$ cat config.mk
export PLATFORM = sky130hd
export DESIGN_NAME = swk_ctrl
export DESIGN_NICKNAME = d
export VERILOG_FILES = /design/src/rtl/swk_pkg.sv /design/src/rtl/swk_ctrl.sv
export SDC_FILE = /design/constraint.sdc
export NUM_CORES = 1
export LEC_CHECK = 0
export BUFFER_PORTS_ARGS = -buffer_cell sky130_fd_sc_hd__buf_2
export CAP_MARGIN = 20
export CORE_MARGIN = 5
export CORE_UTILIZATION = 35
export CTS_CLUSTER_DIAMETER = 40
export DETAILED_ROUTE_END_ITERATION = 8
export GPL_TIMING_DRIVEN = 1
export PLACE_DENSITY = 0.59
export SLEW_MARGIN = 0
export SYNTH_ARGS = -nofsm -noshare
export SYNTH_HDL_FRONTEND = slang
export SYNTH_SLANG_ARGS = --single-unit
$ cat constraint.sdc
create_clock -name clk -period 2.6 [get_ports clk]
set_clock_uncertainty 0.15 [all_clocks]
set_input_delay 0.26 -clock clk [delete_from_list [all_inputs] [get_ports clk]]
set_output_delay 0.26 -clock clk [all_outputs]
set_load 0.005 [all_outputs]
$ cat src/rtl/swk_pkg.sv
// Shared types and constants of the sliding-window kurtosis/skewness block.
// Used by the controller, the datapath and the top level; no dependencies.
`default_nettype none

package swk_pkg;

  // Port and accumulator widths.
  localparam int SAMPLE_W = 12;
  localparam int WLEN_W   = 11;
  localparam int STAT_W   = 32;
  localparam int S2_W     = 33;
  localparam int S3_W     = 45;
  localparam int S4_W     = 55;

  // Long arithmetic: product/remainder width, multiplier operand and digit.
  localparam int WIDE_W  = 140;
  localparam int B_W     = 45;
  localparam int DIGIT_W = 8;

  // Quotient of the long divide and the integer square root.
  localparam int QUO_W  = 43;
  localparam int ROOT_W = 22;
  localparam int ITER_W = 6;

  // Fixed-point scaling of the numerators (Q16.16 result).
  localparam int KURT_SHIFT = 16;
  localparam int SKEW_SHIFT = 32;

  // Configuration register indexes.
  localparam logic REG_WINDOW_LENGTH  = 1'b0;
  localparam logic REG_STATISTIC_MODE = 1'b1;

  localparam logic [WLEN_W-1:0] WLEN_RESET = 11'd100;

  // Statistic modes.
  localparam logic MODE_KURTOSIS = 1'b0;
  localparam logic MODE_SKEWNESS = 1'b1;

  // Products built by the serial multiplier.
  typedef enum logic [2:0] {
    MUL_DEN_SQ,
    MUL_DEN_CU,
    MUL_S3_SQ,
    MUL_NUM_KURT,
    MUL_NUM_SKEW
  } mul_sel_t;

  // Commands from the controller to the datapath.
  typedef struct packed {
    logic     load;
    logic     rd;
    logic     pow1;
    logic     pow2;
    logic     upd;
    logic     mul_load;
    logic     mul_step;
    logic     mul_save;
    mul_sel_t mul_sel;
    logic     div_init;
    logic     div_step;
    logic     sqrt_init;
    logic     sqrt_step;
    logic     finish;
  } swk_cmd_t;

  // Status from the datapath to the controller.
  typedef struct packed {
    logic mode;
    logic stat_ok;
    logic mul_done;
    logic iter_zero;
    logic out_busy;
  } swk_status_t;

endpackage

`default_nettype wire

$ cat src/rtl/swk_ctrl.sv
// Controller of the sliding-window kurtosis/skewness block: sequences the
// sum update, serial multiplies, long divide and square root. Uses swk_pkg.
`default_nettype none

module swk_ctrl
  import swk_pkg::*;
(
  input  wire logic        clk,
  input  wire logic        rst,
  input  wire logic        in_valid,
  output logic             in_stall,
  input  wire swk_status_t status,
  output swk_cmd_t         cmd
);

  typedef enum logic [11:0] {
    ST_IDLE  = 12'b0000_0000_0001,
    ST_RD    = 12'b0000_0000_0010,
    ST_POW1  = 12'b0000_0000_0100,
    ST_POW2  = 12'b0000_0000_1000,
    ST_UPD   = 12'b0000_0001_0000,
    ST_MLOAD = 12'b0000_0010_0000,
    ST_MRUN  = 12'b0000_0100_0000,
    ST_DINIT = 12'b0000_1000_0000,
    ST_DRUN  = 12'b0001_0000_0000,
    ST_SINIT = 12'b0010_0000_0000,
    ST_SRUN  = 12'b0100_0000_0000,
    ST_FIN   = 12'b1000_0000_0000
  } state_t;

  state_t   state, state_next;
  mul_sel_t mul_sel, mul_sel_next;

  always_ff @(posedge clk) begin
    if (rst) begin
      state   <= ST_IDLE;
      mul_sel <= MUL_DEN_SQ;
    end else begin
      state   <= state_next;
      mul_sel <= mul_sel_next;
    end
  end

  assign in_stall = (state != ST_IDLE);

  // Next state and commands
  always_comb begin
    cmd          = '0;
    cmd.mul_sel  = mul_sel;
    state_next   = state;
    mul_sel_next = mul_sel;
    unique case (state)
      ST_IDLE: begin
        if (in_valid) begin
          cmd.load   = 1'b1;
          state_next = ST_RD;
        end
      end
      ST_RD: begin
        cmd.rd     = 1'b1;
        state_next = ST_POW1;
      end
      ST_POW1: begin
        cmd.pow1   = 1'b1;
        state_next = ST_POW2;
      end
      ST_POW2: begin
        cmd.pow2   = 1'b1;
        state_next = ST_UPD;
      end
      ST_UPD: begin
        cmd.upd      = 1'b1;
        mul_sel_next = MUL_DEN_SQ;
        state_next   = ST_MLOAD;
      end
      ST_MLOAD: begin
        // skip the arithmetic in warm-up or at zero energy
        if (!status.stat_ok) begin
          state_next = ST_FIN;
        end else begin
          cmd.mul_load = 1'b1;
          state_next   = ST_MRUN;
        end
      end
      ST_MRUN: begin
        if (status.mul_done) begin
          cmd.mul_save = 1'b1;
          state_next   = ST_MLOAD;
          unique case (mul_sel)
            MUL_DEN_SQ: begin
              mul_sel_next = (status.mode == MODE_KURTOSIS) ? MUL_NUM_KURT : MUL_DEN_CU;
            end
            MUL_DEN_CU: mul_sel_next = MUL_S3_SQ;
            MUL_S3_SQ:  mul_sel_next = MUL_NUM_SKEW;
            MUL_NUM_KURT, MUL_NUM_SKEW: state_next = ST_DINIT;
            default: state_next = ST_DINIT;
          endcase
        end else begin
          cmd.mul_step = 1'b1;
        end
      end
      ST_DINIT: begin
        cmd.div_init = 1'b1;
        state_next   = ST_DRUN;
      end
      ST_DRUN: begin
        cmd.div_step = 1'b1;
        if (status.iter_zero) begin
          state_next = (status.mode == MODE_KURTOSIS) ? ST_FIN : ST_SINIT;
        end
      end
      ST_SINIT: begin
        cmd.sqrt_init = 1'b1;
        state_next    = ST_SRUN;
      end
      ST_SRUN: begin
        cmd.sqrt_step = 1'b1;
        if (status.iter_zero) begin
          state_next = ST_FIN;
        end
      end
      ST_FIN: begin
        // hold until the output register can take the beat
        if (!status.out_busy) begin
          cmd.finish = 1'b1;
          state_next = ST_IDLE;
        end
      end
      default: state_next = ST_IDLE;
    endcase
  end

endmodule

`default_nettype wire

# After elaboration in Yosys (flattened, before gate mapping)
# Index checks and enable logic that the tools add are counted.
dict set report op_classes {
  eq_ne 21
  mux 30
  n_reduce_logical 5
}
# operator n
set ops {}
lappend ops {{$pmux W12 S12} 1}
lappend ops {{$mux W12} 7}
lappend ops {{$mux W1} 16}
lappend ops {{$eq A12 B1 Y1 const B} 1}
lappend ops {{$eq A12 B10 Y1 const B} 1}
lappend ops {{$eq A12 B11 Y1 const B} 1}
lappend ops {{$eq A12 B12 Y1 const B} 1}
lappend ops {{$eq A12 B2 Y1 const B} 1}
lappend ops {{$eq A12 B3 Y1 const B} 1}
lappend ops {{$eq A12 B4 Y1 const B} 1}
lappend ops {{$eq A12 B5 Y1 const B} 1}
lappend ops {{$eq A12 B6 Y1 const B} 1}
lappend ops {{$eq A12 B7 Y1 const B} 1}
lappend ops {{$eq A12 B8 Y1 const B} 1}
lappend ops {{$eq A12 B9 Y1 const B} 1}
lappend ops {{$ne A12 B1 Y1 const B} 1}
lappend ops {{$ne A2 B2 Y1 const B} 5}
lappend ops {{$pmux W3 S3} 1}
lappend ops {{$mux W8} 1}
lappend ops {{$pmux W3 S2} 1}
lappend ops {{$reduce_and A5 Y1} 1}
lappend ops {{$mux W2} 2}
lappend ops {{$ne A4 B1 Y1 const B} 1}
lappend ops {{$eq A3 B1 Y1 const B} 1}
lappend ops {{other kinds (6)} 6}
dict set report totals {
  register_bits 15
  input_bits 8
  out_inout_bits 17
  wordCells 58
}

# Logic depth before layout (Yosys ltp)
# Gate-level depths: netlist of run 1.
dict set report logic_depth {
  word_depth 5
  mapped_depth 8
  depth_no_buf 7
}

# Worst setup path before layout of run 1
# Ideal clock, no wire load.
dict set report synth_path {
  path_kind {register to register}
  from {register state[8]}
  to {register mul_sel[1]}
  setup_ns 0.132
  t_arrival_ns 1.600
  required_time_ns 2.318
  setup_slack_ns 0.718
  path_stages_with_launch 7
  path_buffers 1
  period_less_slack_ns 1.882
  path_cell_list {dfxtp_1 buf_6 nor4_4 nand2_2 or4_1 o21ai_0 a21oi_1}
}
dict set report synth_between {
  elab_chain_cells 3
  word_cells_on_any_way 7
  classes_between {4 x eq/ne; 1 x mux; 2 x reduce/logical}
}
# element line_no
set synth_lines {}
lappend synth_lines {{start, declared} swk_ctrl.sv:31} ;# state_t state, state_next;
lappend synth_lines {{start signal, assigned} swk_ctrl.sv:39} ;# state <= state_next;
lappend synth_lines {{$eq A12 B7 Y1 / $eq A12 B5 Y1 (equally long branches)} swk_ctrl.sv:52} ;# unique case (state)
lappend synth_lines {{$ne A4 B1 Y1 (no source line) (tied with other cells)} --}
lappend synth_lines {{$reduce_and A3 Y1 (no source line)} --}
lappend synth_lines {{end signal, assigned} swk_ctrl.sv:40} ;# mul_sel <= mul_sel_next;
lappend synth_lines {{end, declared} swk_ctrl.sv:32} ;# mul_sel_t mul_sel, mul_sel_next;
# Parallel ways exist; a longest one is shown, timed or not.
# A chain may end at the register's enable or synchronous reset.

==> metrics.md, run 1 <==
| Metric | Value |
|---|---|
| H-tree depth | 1 |
| Total Routed Length | 2620 um |
| Chip height | roughly 65 um |
| CP endpoint kind | output pin |
| Vias | between 1k and 1.5k |
| Post-Syn Nets | 139 |
| Crit path DAT | 2030 ps |
| Pleak | 0.515 nW |
| Post-Synthesis Cells | ~130 |
| Detail Placement HPWL | 1990 um |
| Setup TNS | 0 ps |
| Core ar. | 0.00283 mm^2 |
| First-pass GRT wire length | 4390 um |
| Number of buffers created by CTS | 3 |
| Max Cap Viol | 0 |
| Initial core utilization | ~37% |
| Worst-path clk slew | 90 ps |
| CP Launch Point | state[1] |
| Setup crit start kind | flop |
| PwrDens | 373 mW/mm^2 |
| Largest family of logic cells by synthesized area | simple AND/OR/NAND/NOR gates |
| Ranking of synthesized cells by area | dfxtp_1, nor4_4, a21oi_1, o21ai_0, nor2_1 |
| Post-CTS Setup Bufs | 0 |
| Worst r2r src | state[8] |
| Worst-path cell chain | or4_1, nor3_1, and3_2, buf_2 |
| Slew Limit Fails | 0 |
| Diodes inserted | 0 |
| I/O pin cnt | 25 |
| Clk buf depth | 2 |
| Register bit total from synthesis | 15 |
| Fin crit share | around 94% |
| Synth Area in XOR/XNOR | 3.33% |
| Routed WL per cell | 14.4 um |
| Post-synth top flop | dfxtp_1 |
| Synth Area per Inst | around 8 um^2 |
| Tot Pwr | 443 uW |
| Worst Reg-to-Reg Cells | 5 |
| Hold depth | 3 |
| Hold_buf cts | 0 |
| Total GRT Usage | a little over an eighth |
| Crit Path Category | flop to output pin |
| Crit path max fanout | 7 |
| Synthesized cell area | around 0.0011 mm^2 |
| HP Class | primary input to flop |
| Sink Count | 15 |
| CTS tree | yes |
| Final Hold Fails | 0 |
| Syn. warnings | 0 |
| Maximum VDD drop | 188 uV |
| Mux contribution to synthesized area | 0.952% |
| Top-count cell post-synth | dfxtp_1 |
| Top delay family on crit path | simple AND/OR/NAND/NOR gates |
| Die area | 0.00420 mm^2 |
| Slew headroom | between 70% and 80% |
| Initial antenna violation count | 0 |
| Drt pass-1 iters | 4 |
| Synth Area in Simple Gates | 39.2% |
| Post-synth EDFFs | 0 |
| Post-cts sizing count | 0 |
| RSZ-0062 raised after global routing | no |
| Levels on crit path | 4 |
| Worst path required time | 2190 ps |
| Chip width | between 60 and 70 um |
| Share of layout cells above drive strength 1 | 27.2% |
| Yosys cell types | 45 |
| Net total in the final layout | 160 |
| CP endpoint | cmd[3] |
| Buffers added on ports | 24 |
| Share of the synthesized area in the top cell type | 28.6% |
| Post-synthesis compound-gate area fraction | 20.4% |
| Largest net degree at the start of global routing | 12 |
| Sequential element share of the synthesized area | 28.6% |
| Buffers and inverters on the worst path | 1 |
| Synth area leader | dfxtp_1 |
| DRT iter0 DRCs | 58 |
| Num rows | 19 |
| DRC Markers | 0 |
| Area grow syn2layout | 12.9% |
| Status | complete, no violations |
| Antenna Nets Post-Route | 0 |
| Clock Latency Late Sink | 280 ps |
| Flop2flop setup slack | 490 ps |
| Max incr delay on CP | 580 ps |
| Global route overflow | 0 |
| Final setup violating endpoints | 0 |
| Adder-Cell Fraction of Synth Area | 0% |
| Min Tclk post-route | approximately 2400 ps |
| Clock Tree Root | clkbuf_4 |
| Worst-margin pin slew | between 400 and 500 ps |
| Slowest CP cell | or4_1 |
| Vias per cell | 5.68 |
| R2r endpoint | mul_sel[0] |
| F_max | 411 MHz |
| Post-synth top cells | dfxtp_1, nor2_1, a21oi_1, o21ai_0 |
| Post-synthesis async set-or-reset flop share | 0% |
| Vias in the first global route | ~960 |
| Routability cong. | ~0.84 |
-- state kept, by name, summed over array words and instances, names as in the netlist --
name	count
state	12
mul_sel	3
-- metrics by stage --
step	utilization (%)	hold slack, ps	cell area [um^2]	std cells	setup slack (ps)
2_1_floorplan	-	224	1050	131	718
3_3_place_gp	41.0	370	1160	178	547
3_5_place_dp	41.0	372	1160	178	518
4_1_cts	41.9	65.0	1190	182	195
5_1_grt	41.9	75.4	1190	182	34.0
6_report	41.9	73.6	1190	182	164
-- layout by cell type (no fill, tap or decap), types with 2 or more instances in the layout --
| cell | netlist | routed |
|---|---|---|
| nor2_1 | 14 | 14 |
| inv_1 | 7 | 7 |
| nor3_1 | 4 | 4 |
| nor2_2 | 2 | 2 |
| o21ai_0 | 11 | 11 |
| a21o_1 | 2 | 2 |
| nand3_1 | 7 | 7 |
| nand2b_1 | 3 | 3 |
| xor2_1 | 3 | 3 |
| and4b_1 | 2 | 2 |
| buf_2 | 4 | 24 |
| dfxtp_1 | 15 | 15 |
| and4_1 | 3 | 3 |
| nor4_4 | 3 | 3 |
| or4_1 | 4 | 4 |
| nand2_1 | 5 | 5 |
| nor4_1 | 3 | 3 |
| a21oi_1 | 11 | 11 |
| clkbuf_4 | 0 | 3 |
-- per-layer routing --
layer / track usage, % / part of all wire (%) / vias up
met2: 19.7 / 44 / 36
li1: - / - / 525
met5: 0 / 0 / -
met1: 18.4 / 50 / 469
met4: 4.75 / 1.5 / 0
met3: 2.59 / 4.4 / 4
-- logic make-up after synthesis --
kind of cell,after synthesis
buf+inv,16
flops,15
compound gates,34
xor+xnor,4
simple gates,61
mux,1
-- power breakdown --
group          switching, mW  internal, mW
Sequential           0.00717         0.233
Combinational         0.0388        0.0289
Clock                 0.0754        0.0596
Total                  0.121         0.322
-- worst min-delay path by stage --
stage	from	to	slack (ps)
finish	status[4]	state[9]	70
CTS	status[4]	state[9]	60
global placement	status[4]	state[9]	370
global route	status[4]	state[9]	80
detailed placement	status[4]	state[9]	370
floorplan	status[4]	state[9]	220
-- worst min-delay path, cell delays in order --
cell and delay (ps):
buf_2 120, nand2_1 60, nor2_1 30
-- final cells by class --
class	instances	area, um^2
multi-input cells	100	671
repair buffers	24	120
well taps	31	38.8
flip-flops and latches	15	300
inverters	8	30.0
fillers	298	1640
clock buffers	4	26.3
No activity file was read; power rests on OpenSTA's default activity.
==> run 2: changes to the inputs <==
--- a/config.mk
+++ b/config.mk
@@ -10,6 +10,7 @@
 export CORE_MARGIN = 5
 export CORE_UTILIZATION = 35
 export CTS_CLUSTER_DIAMETER = 40
+export CTS_CLUSTER_SIZE = 40
 export DETAILED_ROUTE_END_ITERATION = 8
 export GPL_TIMING_DRIVEN = 1
 export PLACE_DENSITY = 0.59
==> constraint.sdc (replaced) <==
create_clock -name clk -period 2.8 [get_ports clk]
set_clock_uncertainty 0.15 [all_clocks]
set_input_delay 0.28 -clock clk [delete_from_list [all_inputs] [get_ports clk]]
set_output_delay 0.28 -clock clk [all_outputs]
set_load 0.005 [all_outputs]
==> run 2 against run 1 <==
Non-clock buffer count stayed put; register-to-register slack better by 180 ps; sequential share of layout area stayed put; hold slack better by 21 ps; combinational power is 6.7% lower; first-iteration DRC count is 36% higher; clock power down 4%; highest routed layer unchanged.
==> metrics.md, run 2 (same netlist as run 1, synthesis figures left out) <==
| Metric | Value |
|---|---|
| Status | complete, no violations (unchanged) |
| Diodes inserted | 0 (unchanged) |
| Clock Latency Late Sink | 280 ps (about the same) |
| Largest net degree at the start of global routing | 12 (unchanged) |
| Worst-path clk slew | 90 ps (about the same) |
| Vias | 1018 (was 1034) |
| CP endpoint kind | output pin (unchanged) |
| Post-cts sizing count | 0 (unchanged) |
| Total Routed Length | 2590 um (was 2620 um) |
| GR Util met2 | 19.4% (was 19.7%) |
| DRT iter0 DRCs | 79 (was 58) |
| Antenna Nets Post-Route | 0 (unchanged) |
| Slew Limit Fails | 0 (unchanged) |
| Final instance area | 0.00119 mm^2 (unchanged) |
| First-pass GRT wire length | 4240 um (was 4390 um) |
| Num rows | 19 (unchanged) |
| Buffers added on ports | 24 (unchanged) |
| Dpl cell area | 0.00116 mm^2 (unchanged) |
| WHS | 94.3 ps (was 73.6 ps) |
| Slew headroom | 72.4% (about the same) |
| Initial core utilization | 37.2% (unchanged) |
| Global route hottest layer | met2 (unchanged) |
| Detail Placement HPWL | 2020 um (was 1990 um) |
| Pre-CTS WS | 667 ps (was 518 ps) |
| Number of buffers created by CTS | 3 (unchanged) |
| Clk buf depth | 2 (unchanged) |
| Tot Pwr | 416 uW (was 443 uW) |
| Crit Path Category | flop to output pin (unchanged) |
| Final cell count without fillers | 182 (unchanged) |
| Min Tclk post-route | 2450 ps |
| Initial antenna violation count | 0 (unchanged) |
| F_max | ~400 MHz |
| Total GRT Usage | 12.7% (was 13.0%) |
| RSZ-0062 raised after global routing | no (unchanged) |
| PwrDens | 351 mW/mm^2 (was 373 mW/mm^2) |
| Fin crit share | 87.5% |
| Final core occ | 41.9% (unchanged) |
| Most frequent cells in the layout | buf_2, dfxtp_1, nor2_1 (unchanged) |
| Setup TNS | 0 ps (unchanged) |
| Clock Tree Root | clkbuf_4 (unchanged) |
| Core ar. | 0.00283 mm^2 (unchanged) |
| Max Cap Viol | 0 (unchanged) |
| HP Class | primary input to flop (unchanged) |
| Worst-margin pin slew | 414 ps (was 411 ps) |
| Vias per cell | 5.59 (was 5.68) |
| Dpl cells | 178 (unchanged) |
| Maximum VDD drop | 135 uV (was 188 uV) |
| Worst setup margin | 351 ps (was 164 ps) |
| GR met1 Demand/Resource | 17.8% (was 18.4%) |
| Largest register FFs | 12 (unchanged) |
| Setup crit start kind | flop (unchanged) |
| Net total in the final layout | 160 (unchanged) |
| DRC Markers | 0 (unchanged) |
| Routability cong. | 0.866 (was 0.840) |
| Die area | 0.00420 mm^2 (unchanged) |
| Worst path required time | 2370 ps (was 2190 ps) |
| Routed WL per cell | 14.2 um (was 14.4 um) |
| Drt pass-1 iters | 7 (was 4) |
| Sink Count | 15 (unchanged) |
| Crit path DAT | 2020 ps (was 2030 ps) |
| Area grow syn2layout | 12.9% (unchanged) |
| Commonest non-fill, non-tap cell in the layout | buf_2 (unchanged) |
| I/O pin cnt | 25 (unchanged) |
| H-tree depth | 1 (unchanged) |
| Post-CTS Setup Bufs | 0 (unchanged) |
| Met3 Resource Use GR | 2.07% (was 2.59%) |
| Chip width | 64.8 um (unchanged) |
| Share of layout cells above drive strength 1 | 27.2% (unchanged) |
| Pleak | 0.515 nW (unchanged) |
| Chip height | 64.8 um (unchanged) |
| Largest regs | state (12), mul_sel (3) (unchanged) |
| Crit path max fanout | 10 (was 7) |
| CTS tree | yes (unchanged) |
| Most flops, register | state (unchanged) |
| Vias in the first global route | 887 (was 958) |
| Global route overflow | 0 (unchanged) |
| Final setup violating endpoints | 0 (unchanged) |
| Hold_buf cts | 0 (unchanged) |
| Final Hold Fails | 0 (unchanged) |
[run 2: final cells by class]
type	count	area, um^2
fill	294	1640
multi-input combinational	100	671
sequential	15	300
timing repair buffer	24	120
tap	31	38.8
inverter	8	30.0
clock buffer	4	26.3
[run 2: per-layer routing]
metal	vias up	share of wire, %
met5	-	0
met4	0	1.1
met3	2	4.0
met2	23	46
met1	465	48
li1	528	-
[run 2: worst paths after layout]
kind / startpoint / endpoint / slack, ps / cells after the start
setup reg to reg: state[7] / state[0] / 670 / 5
hold / removal: status[4] / state[9] / 90 / 3
setup / recovery: state[7] / cmd[3] / 350 / 4
hold reg to reg: mul_sel[2] / mul_sel[2] / 430 / 2
[run 2: power breakdown]
part,switching (mW),total [mW],leakage (nW),internal [mW]
clock network,0.0752,0.130,0.0150,0.0552
logic,0.0363,0.0631,0.378,0.0268
registers,0.00604,0.223,0.121,0.217
total,0.117,0.416,0.515,0.299
[run 2: critical path, cell delays in order, from the launching register on]
cell     delay [ps]
dfxtp_1         440
or4_1           580
nor3_1          340
and3_2          270
buf_2           110
==> run 3: changes to the inputs <==
==> constraint.sdc (replaced) <==
create_clock -name clk -period 2.8 [get_ports clk]
set_clock_uncertainty 0.15 [all_clocks]
set_input_delay 0.56 -clock clk [delete_from_list [all_inputs] [get_ports clk]]
set_output_delay 0.56 -clock clk [all_outputs]
set_load 0.005 [all_outputs]
==> run 3 against run 2 <==
Routed wire length up 1.5%; first-iteration DRC count fell by 18%; combinational power up 1%; non-clock buffer count unchanged; total power fell by 0.40%; clock power is essentially flat; via count is 0.79% higher; sequential share of layout area is 0.11 points lower; critical path type unchanged; critical endpoint is now cmd[12].
==> metrics.md, run 3 (same netlist as run 1, synthesis figures left out) <==
| Metric | Value |
|---|---|
| Largest net degree at the start of global routing | 12 (unchanged) |
| Die area | 0.00420 mm^2 (unchanged) |
| Met3 Resource Use GR | 2.76% (was 2.07%) |
| Slew headroom | 71.8% (was 72.4%) |
| Largest register FFs | 12 (unchanged) |
| Min Tclk post-route | 2660 ps (was 2450 ps) |
| Most flops, register | state (unchanged) |
| Max Cap Viol | 0 (unchanged) |
| Crit path max fanout | 10 (unchanged) |
| Setup crit start kind | flop (unchanged) |
| Antenna Nets Post-Route | 0 (unchanged) |
| Clk buf depth | 2 (unchanged) |
| First-pass GRT wire length | 4470 um (was 4240 um) |
| I/O pin cnt | 25 (unchanged) |
| Global route overflow | 0 (unchanged) |
| Most frequent cells in the layout | buf_2, dfxtp_1, nor2_1 (unchanged) |
| Chip width | 64.8 um (unchanged) |
| Commonest non-fill, non-tap cell in the layout | buf_2 (unchanged) |
| Largest regs | state (12), mul_sel (3) (unchanged) |
| Worst path required time | 2090 ps (was 2370 ps) |
| Buffers added on ports | 24 (unchanged) |
| Clock Latency Late Sink | 290 ps (was 280 ps) |
| Post-cts sizing count | 0 (unchanged) |
| Area grow syn2layout | 13.3% (was 12.9%) |
| Final instance area | 0.00119 mm^2 (about the same) |
| PwrDens | 348 mW/mm^2 (was 351 mW/mm^2) |
| GR met1 Demand/Resource | 18.5% (was 17.8%) |
| Global route hottest layer | met2 (unchanged) |
| Share of layout cells above drive strength 1 | 27.8% (was 27.2%) |
| Total Routed Length | 2630 um (was 2590 um) |
| Clock Tree Root | clkbuf_4 (unchanged) |
| Setup TNS | 0 ps (unchanged) |
| CP endpoint kind | output pin (unchanged) |
| Vias | 1026 (was 1018) |
| Initial core utilization | 37.2% (unchanged) |
| Crit path DAT | 1950 ps (was 2020 ps) |
| RSZ-0062 raised after global routing | no (unchanged) |
| Status | complete, no violations (unchanged) |
| Flop2flop setup slack | 730 ps (was 670 ps) |
| Vias in the first global route | 940 (was 887) |
| Maximum VDD drop | 136 uV (was 135 uV) |
| Crit Path Category | flop to output pin (unchanged) |
| Worst-path clk slew | 80 ps (was 90 ps) |
| Routability cong. | 0.878 (was 0.866) |
| Core ar. | 0.00283 mm^2 (unchanged) |
| H-tree depth | 1 (unchanged) |
| Fin crit share | 94.9% (was 87.5%) |
| Total GRT Usage | 13.3% (was 12.7%) |
| Dpl cell area | 0.00116 mm^2 (unchanged) |
| Hold_buf cts | 0 (unchanged) |
| Drt pass-1 iters | 4 (was 7) |
| Final setup violating endpoints | 0 (unchanged) |
| F_max | 376 MHz (was 408 MHz) |
| Final Hold Fails | 0 (unchanged) |
| Net total in the final layout | 160 (unchanged) |
| Num rows | 19 (unchanged) |
| CTS tree | yes (unchanged) |
| DRC Markers | 0 (unchanged) |
| Detail Placement HPWL | 2010 um (was 2020 um) |
| Diodes inserted | 0 (unchanged) |
| Slew Limit Fails | 0 (unchanged) |
| Number of buffers created by CTS | 3 (unchanged) |
| Worst-margin pin slew | 422 ps (was 414 ps) |
| Initial antenna violation count | 0 (unchanged) |
| GR Util met2 | 20.3% (was 19.4%) |
| Pleak | 0.516 nW (was 0.515 nW) |
| DRT iter0 DRCs | 65 (was 79) |
| HP Class | primary input to flop (unchanged) |
| Routed WL per cell | 14.4 um (was 14.2 um) |
| Chip height | 64.8 um (unchanged) |
| Sink Count | 15 (unchanged) |
| Vias per cell | 5.64 (was 5.59) |
| Post-CTS Setup Bufs | 0 (unchanged) |
==> run 3: cell type report <==
class | instances | area, um^2
inverter | 8 | 30.0
sequential | 15 | 300
clock buffer | 4 | 26.3
multi-input combinational | 100 | 676
timing repair buffer | 24 | 120
tap | 31 | 38.8
fill | 296 | 1640
==> run 3: path summary, 6_finish.rpt <==
check / from / to / depth (start not counted)
min: status[4] / state[9] / 3
max: state[7] / cmd[12] / 4
min reg2reg: mul_sel[2] / mul_sel[2] / 2
max reg2reg: state[8] / state[8] / 7
==> run 3: where the power goes <==
group | internal (mW) | switching (mW) | total, mW
clock | 0.0553 | 0.0725 | 0.128
sequential | 0.217 | 0.00603 | 0.223
combinational | 0.0273 | 0.0367 | 0.0640
total | 0.299 | 0.115 | 0.414
==> run 3: routing by layer <==
metal / vias to the layer above / wire length (um)
li1: 524 / -
met1: 469 / 1280
met2: 29 / 1160
met3: 4 / 151
met4: 0 / 40
met5: - / 0
==> run 3: through the flow <==
step	instances	setup WS, ps	power (mW)	hold slack (ps)	utilization (%)
after CTS	182	73.8	0.418	364	41.9
after detailed placement	178	401	0.290	428	41.0
after global placement	178	445	0.290	405	41.0
after floorplan	131	630	0.269	382	-
after global routing	182	61.4	0.439	399	42.1
final	182	142	0.414	369	42.1
==> run 3: worst max-delay path: stages, from the launching register on <==
cell and delay [ps]:
dfxtp_1 430, or4_1 610, nor2_2 250, and4b_1 260, buf_2 120
